[config.mk]
export PLATFORM = sky130hd
export DESIGN_NAME = pfts_queue
export DESIGN_NICKNAME = d
export VERILOG_FILES = /design/src/hdl/pfts_pkg.sv /design/src/hdl/pfts_queue.sv
export SDC_FILE = /design/constraint.sdc
export NUM_CORES = 1
export LEC_CHECK = 0
export ABC_AREA = 1
export BUFFER_PORTS_ARGS = -buffer_cell sky130_fd_sc_hd__buf_2
export CAP_MARGIN = 20
export CELL_PAD_IN_SITES_DETAIL_PLACEMENT = 0
export CELL_PAD_IN_SITES_GLOBAL_PLACEMENT = 1
export CORE_MARGIN = 4
export CORE_UTILIZATION = 53
export CTS_BUF_LIST = sky130_fd_sc_hd__clkbuf_8
export DETAILED_ROUTE_END_ITERATION = 10
export PLACE_DENSITY_LB_ADDON = 0.1
export RECOVER_POWER = 25
export SYNTH_ARGS = -nofsm -noshare
export SYNTH_HDL_FRONTEND = slang
export SYNTH_SLANG_ARGS = --single-unit
export TNS_END_PERCENT = 5
[constraint.sdc]
create_clock -name clk -period 6.2 [get_ports clk]
set_input_delay 0.31 -clock clk [delete_from_list [all_inputs] [get_ports clk]]
set_output_delay 0.31 -clock clk [all_outputs]
set_load 0.02 [all_outputs]
[src/hdl/pfts_pkg.sv]
package pfts_pkg;

    // Default geometry
    localparam int FLOOR_ROWS_DEF   = 127;
    localparam int SCREEN_WIDTH_DEF = 320;
    localparam int TEX_SIZE_DEF     = 64;

    // Item kinds carried on tuser
    localparam logic [1:0] KIND_WRITE  = 2'd0;
    localparam logic [1:0] KIND_BUILD  = 2'd1;
    localparam logic [1:0] KIND_RENDER = 2'd2;

    // Configuration register indexes
    localparam logic REG_SKY = 1'b0;
    localparam logic REG_DIM = 1'b1;

    // Half of camera height in 16.16: zs = DEPTH_NUM / (row + 6)
    localparam logic [21:0] DEPTH_NUM  = 22'd3145728;
    localparam logic [19:0] FAR_LIMIT  = 20'd98304;
    localparam logic [7:0]  DEPTH_GAIN = 8'd132;
    localparam logic [10:0] HALF_SPAN  = 11'd160;
    localparam logic [6:0]  FOG_ROWS   = 7'd34;
    localparam logic [8:0]  DIM_FULL   = 9'd256;
    localparam int          QDEPTH     = 4;

    typedef struct packed {
        logic [1:0]  kind;
        logic [11:0] texel_address;
        logic [15:0] texel_value;
        logic [6:0]  floor_row;
        logic [8:0]  screen_column;
        logic [21:0] scroll_offset;
    } cmd_t;

    function automatic logic [15:0] swap16(input logic [15:0] c);
        swap16 = {c[7:0], c[15:8]};
    endfunction

endpackage

[src/hdl/pfts_queue.sv]
module pfts_queue
    import pfts_pkg::*;
(
    input  logic clk,
    input  logic rst_n,
    input  logic push,
    input  cmd_t push_data,
    output logic full,
    input  logic pop,
    output cmd_t pop_data,
    output logic empty
);

    localparam int PW = $clog2(QDEPTH);

    cmd_t            entry_reg [QDEPTH];
    logic [PW-1:0]   wr_reg;
    logic [PW-1:0]   rd_reg;
    logic [PW:0]     cnt_reg;

    assign full     = (cnt_reg == (PW+1)'(QDEPTH));
    assign empty    = (cnt_reg == '0);
    assign pop_data = entry_reg[rd_reg];

    // Store entries
    always_ff @(posedge clk)
    begin
        if (push)
        begin
            entry_reg[wr_reg] <= push_data;
        end
    end

    // Advance pointers
    always_ff @(posedge clk or negedge rst_n)
    begin
        if (!rst_n)
        begin
            wr_reg  <= '0;
            rd_reg  <= '0;
            cnt_reg <= '0;
        end
        else
        begin
            if (push)
            begin
                wr_reg <= wr_reg + 1'b1;
            end
            if (pop)
            begin
                rd_reg <= rd_reg + 1'b1;
            end
            if (push && !pop)
            begin
                cnt_reg <= cnt_reg + 1'b1;
            end
            else if (pop && !push)
            begin
                cnt_reg <= cnt_reg - 1'b1;
            end
        end
    end

endmodule

# --- Word level (Yosys, flattened, before mapping) ---
# Memories as Yosys holds them, arrays and structs flattened.
# Index checks and enable logic that the tools add are counted.
classes:
  n_addsub: 4
  eq_ne: 1
  mux: 4
  n_reduce_logical: 6
ops:
  columns: ["operator", "n"]
  rows:
  - ["3-bit 2-to-1 mux", 2]
  - ["2-bit by 1-bit adder with 2-bit output, second input constant", 2]
  - ["3-bit by 1-bit adder with 3-bit output, second input constant", 1]
  - ["3-bit == test, second input constant", 1]
  - ["3-bit zero test", 1]
  - ["3-bit by 1-bit subtractor with 3-bit output, second input constant", 1]
  - ["1-bit logical AND", 2]
  - ["1-bit zero test", 2]
  - ["1-bit 2-to-1 mux", 2]
  - ["2-bit nonzero test", 1]
word_totals:
  reg_bits: 7
  ram_bits: 272
  input_bits: 72
  output_inout_bits: 70
  wordCells: 19
  mem_count: 1
memory_table:
  columns: ["name", "depth", "word_bits", "read_ports", "rd_ports_with_merged_regs", "wr", "line_no", "text"]
  rows:
  - ["entry_reg", 4, 68, 1, 0, 1, "pfts_queue.sv:16", "cmd_t entry_reg [QDEPTH];"]

# --- Logic depth before layout (Yosys ltp) ---
depth:
  ltp_word: 4
  ltp_mapped: 9
  depth_no_buf: 9

# --- Least setup slack after synthesis ---
# No wires, ideal clock.
synth_timing:
  path_kind: "register to register"
  from: "reg wr_reg[0]"
  to: "mem entry_reg[2][0] (netlist bit), enable pin"
  setup_ns: 0.422
  t_arrival_ns: 1.992
  t_required_ns: 5.778
  setup_slack_ns: 3.786
  stages_incl_launch_ff: 5
  path_buffers: 0
  period_less_slack_ns: 2.414
  path_cell_list: "dfrtp_1 > inv_1 > ha_1 > nand2_1 > inv_1"
synth_lines:
  columns: ["item", "line_no", "text"]
  rows:
  - ["start: declaration", "pfts_queue.sv:17", "logic [PW-1:0] wr_reg;"]
  - ["start signal: assignment", "pfts_queue.sv:47", "wr_reg <= wr_reg + 1'b1;"]
  - ["end: declaration", "pfts_queue.sv:16", null]
# Straight into the memory's write port.

==> results by stage <==
Route:
- Detailed routing inserted a total of 6851 vias.
- Dividing the detail-routed via count by the number of cells gives 5.060.
- Signal routing reaches up to met4.
- In this run the remaining antenna-violating nets after routing total 0.
- The met2 routed wirelength is 11020 um.
- After detailed routing, the number of remaining DRC violations is 0.
- The average wire per standard cell is 16.26 um.
- The detailed-route wire length on metal 1 is just over 9000 um.
- Before antenna repair, the detailed router went through 4 iterations.
- Summed over all nets, wire length on met3 after detailed routing comes to 1204 um.
- The number of DRC markers in iteration 0 is 416.
- The routed design has between 20000 and 25000 um of wire.

Worst setup path:
- The type of element capturing the critical path is an output pin.
- The start-to-end type of the worst setup path is reg -> out.
- STA puts the critical path data required time at slightly below 6 ns.
- The cell with the largest stage delay on the worst path is sky130_fd_sc_hd__dfrtp_4.
- For this run, the slowest stage of the critical path takes 1.10 ns.
- The most used cell along the critical path is sky130_fd_sc_hd__nand2_1.
- Traced cell by cell, the critical path runs through buf_12, nand2_1, o211ai_1, nand2_1, buf_2.
- The peak fanout along the critical path is 168.
- The worst path arrival time is 2.82 ns.
- The nature of the critical path startpoint is a flop.

Clock network:
- The clock passes through at most 3 buffers.
- The number of buffers added for setup after CTS is 0.
- Buffers inserted to repair hold after CTS numbered 69.
- The H-tree was split into 2 levels.
- The CTS root buffer is sky130_fd_sc_hd__clkbuf_8.
- The number of sinks on the clock net is 279.
- The number of buffers inserted during clock tree synthesis is 43.
- The number of gates resized after CTS was 0.
- The clock reaches the later pin of the worst-skew pair after 0.52 ns.
- Clock-pin slew was measured on the worst setup and hold paths at 0.06 ns.
- TritonCTS built the clock tree.

Layout:
- The post-route core utilization is 65.38%.
- The layout cell share with drive strength beyond 1 is approximately 15%.
- The register with the most flip-flops in the layout has between 200 and 300 of them.
- The leading cell type in the layout, fill and taps excluded is sky130_fd_sc_hd__edfxtp_1.
- The final layout contains 1135 nets.
- In the layout the commonest cells are sky130_fd_sc_hd__edfxtp_1, sky130_fd_sc_hd__nand2_1, sky130_fd_sc_hd__inv_1.
- From synthesis to final layout, the design area changed by 20.18%.

Placement:
- The total half-perimeter wirelength after legalization and detailed placement is 12350 um.
- The count of buffers added on input and output ports is ~140.
- The congestion estimate from routability-driven global placement came to between 0.7 and 0.8.

GRT:
- For this run, the total global-route usage over all layers was measured as 18.81%.
- The first-pass GRT wire length is between 30000 and 40000 um.
- The total overflow left after global routing is 0.
- Entering global routing, the biggest net connects 169 pins.
- The number of global-route vias before repair was 6991.
- The initial antenna violation count was 1.

Floorplanning:
- The area of the die is 0.02335 mm^2.
- Measured along the y axis, the die boundary spans 152.8 um.
- The initialized floorplan defines 52 standard-cell rows.
- Once the floorplan was initialized, standard cells occupied 54.40% of the core.
- The area of the core is 0.02043 mm^2.
- The x dimension of the die is ~150 um.
- The top-level I/O count is 142.

STA:
- The final period demand of the worst path is ~3.1 ns.
- The number of max-slew violations in the final report is 0.
- Dividing the final minimum period by the clock period gives about 51%.
- The number of endpoints with negative hold slack in the final report was 0.
- The clock arrives with 0.01249 ns of skew.
- The normalized max-slew margin is approximately a third.
- Setup violations remaining at the end of the flow were counted as 0.
- Setup repair after global routing left no endpoint under its margin.
- The final sum of negative setup slack is 0 ns.
- The actual transition at the worst max-transition pin is 1.029 ns.
- Based on the critical path, the design can be clocked at up to 319.1 MHz.

Power and ir drop:
- The power density relative to cell area is 461.2 mW/mm^2.
- In this run the static leakage power is around 5.3 nW.
- VDD sags by at most 0.0002673 V.

Synthesis:
- The area of the mapped netlist is 0.01111 mm^2.
- The number of register bits inferred by synthesis is 279.
- The sequential-to-total area share from yosys stat is 75.06%.
- The synthesized net count is 919.
- The synthesized netlist contains 18 unique library cells.
- Yosys printed 0 warnings.
- Counting every instance in the synthesized netlist gives 841.
- The mean instance size in the synthesized netlist is 13.22 um^2.

Worst hold path:
- The class of the most critical hold timing path is in -> reg.

Outcome:
- The flow ran to the end, and the final reports show no timing, DRC or antenna violations.

Run:
- The max-capacitance violation count is 0.
[per-layer routing]
| metal | vias to the layer above | GRT usage [%] |
|---|---|---|
| met1 | 3274 | 24.33 |
| met4 | 0 | 6.746 |
| met3 | 42 | 4.015 |
| li1 | 3354 | - |
| met2 | 181 | 31.78 |
| met5 | - | 0 |
[where the power goes]
part / internal (mW) / total, mW / switching (mW)
clock: 0.662 / 1.29 / 0.630
combinational: 0.673 / 2.21 / 1.54
sequential: 2.47 / 2.66 / 0.185
[final timing paths]
path	cells after the start	end	slack, ns	startpoint
setup / recovery	5	pop_data[15]	3.07	rd_reg[0]
hold / removal	2	wr_reg[0]	0.10	push
setup reg to reg	5	entry_reg[1][22]	4.01	wr_reg[1]
hold reg to reg	2	cnt_reg[2]	0.53	cnt_reg[2]
min in group asynchronous	2	cnt_reg[2]	0.23	rst_n
max in group asynchronous	2	rd_reg[0]	5.61	rst_n
[synth_stat cells]
master | n | share of area [%]
sky130_fd_sc_hd__xnor2_1 | 1 | 0.079
sky130_fd_sc_hd__nand3_1 | 1 | 0.045
sky130_fd_sc_hd__edfxtp_1 | 272 | 73
sky130_fd_sc_hd__buf_4 | 3 | 0.20
sky130_fd_sc_hd__clkbuf_1 | 6 | 0.20
sky130_fd_sc_hd__nand2_1 | 217 | 7.3
sky130_fd_sc_hd__fa_1 | 1 | 0.18
sky130_fd_sc_hd__ha_1 | 5 | 0.56
sky130_fd_sc_hd__dfrtp_1 | 7 | 1.6
sky130_fd_sc_hd__o211ai_1 | 136 | 9.2
sky130_fd_sc_hd__inv_1 | 147 | 5.0
sky130_fd_sc_hd__buf_2 | 36 | 1.6
sky130_fd_sc_hd__nand4_1 | 1 | 0.056
sky130_fd_sc_hd__nor3_1 | 2 | 0.090
sky130_fd_sc_hd__inv_2 | 1 | 0.034
sky130_fd_sc_hd__buf_6 | 1 | 0.10
sky130_fd_sc_hd__xor2_1 | 3 | 0.24
sky130_fd_sc_hd__o21ai_1 | 1 | 0.045
[through the flow]
stage	cell area, um^2	hold WS (ns)	total power [mW]	instances	worst slack (ns)
after floorplan	11110	0.01441	4.207	841	3.786
after global placement	12000	0.1534	4.852	1213	3.715
after detailed placement	12000	0.1606	4.911	1213	3.640
after CTS	13410	0.0008764	6.249	1353	3.017
after global routing	13360	0.08979	6.571	1354	2.801
final	13360	0.1035	6.160	1354	3.066
[final cells by class]
| type | instances | area [um^2] |
|---|---|---|
| multi-input cells | 368 | 1979 |
| diodes | 1 | 2.502 |
| inverters | 148 | 560.5 |
| clock buffers | 45 | 619.3 |
| well taps | 270 | 337.8 |
| repair buffers | 217 | 1410 |
| flip-flops and latches | 279 | 8348 |
| fillers | 1560 | 7072 |
| clock inverters | 26 | 100.1 |
[critical path, delay by kind of cell (launching register included)]
kind / cells / cell delay (ns)
buf+inv: 2 / 0.75
simple gates: 2 / 0.26
compound gates: 1 / 0.12
flops: 1 / 1.10
[cell families after synthesis]
| group | after synthesis | share of synthesized area (%) |
|---|---|---|
| AO/OA/AOI/OAI | 137 | 9.231 |
| buffers and inverters | 194 | 7.126 |
| adder cells (fa/ha/maj) | 6 | 0.7430 |
| XOR/XNOR | 4 | 0.3153 |
| flip-flops | 279 | 75.06 |
| AND/OR/NAND/NOR | 221 | 7.520 |
Note: power is estimated with default switching activity, not from simulation.
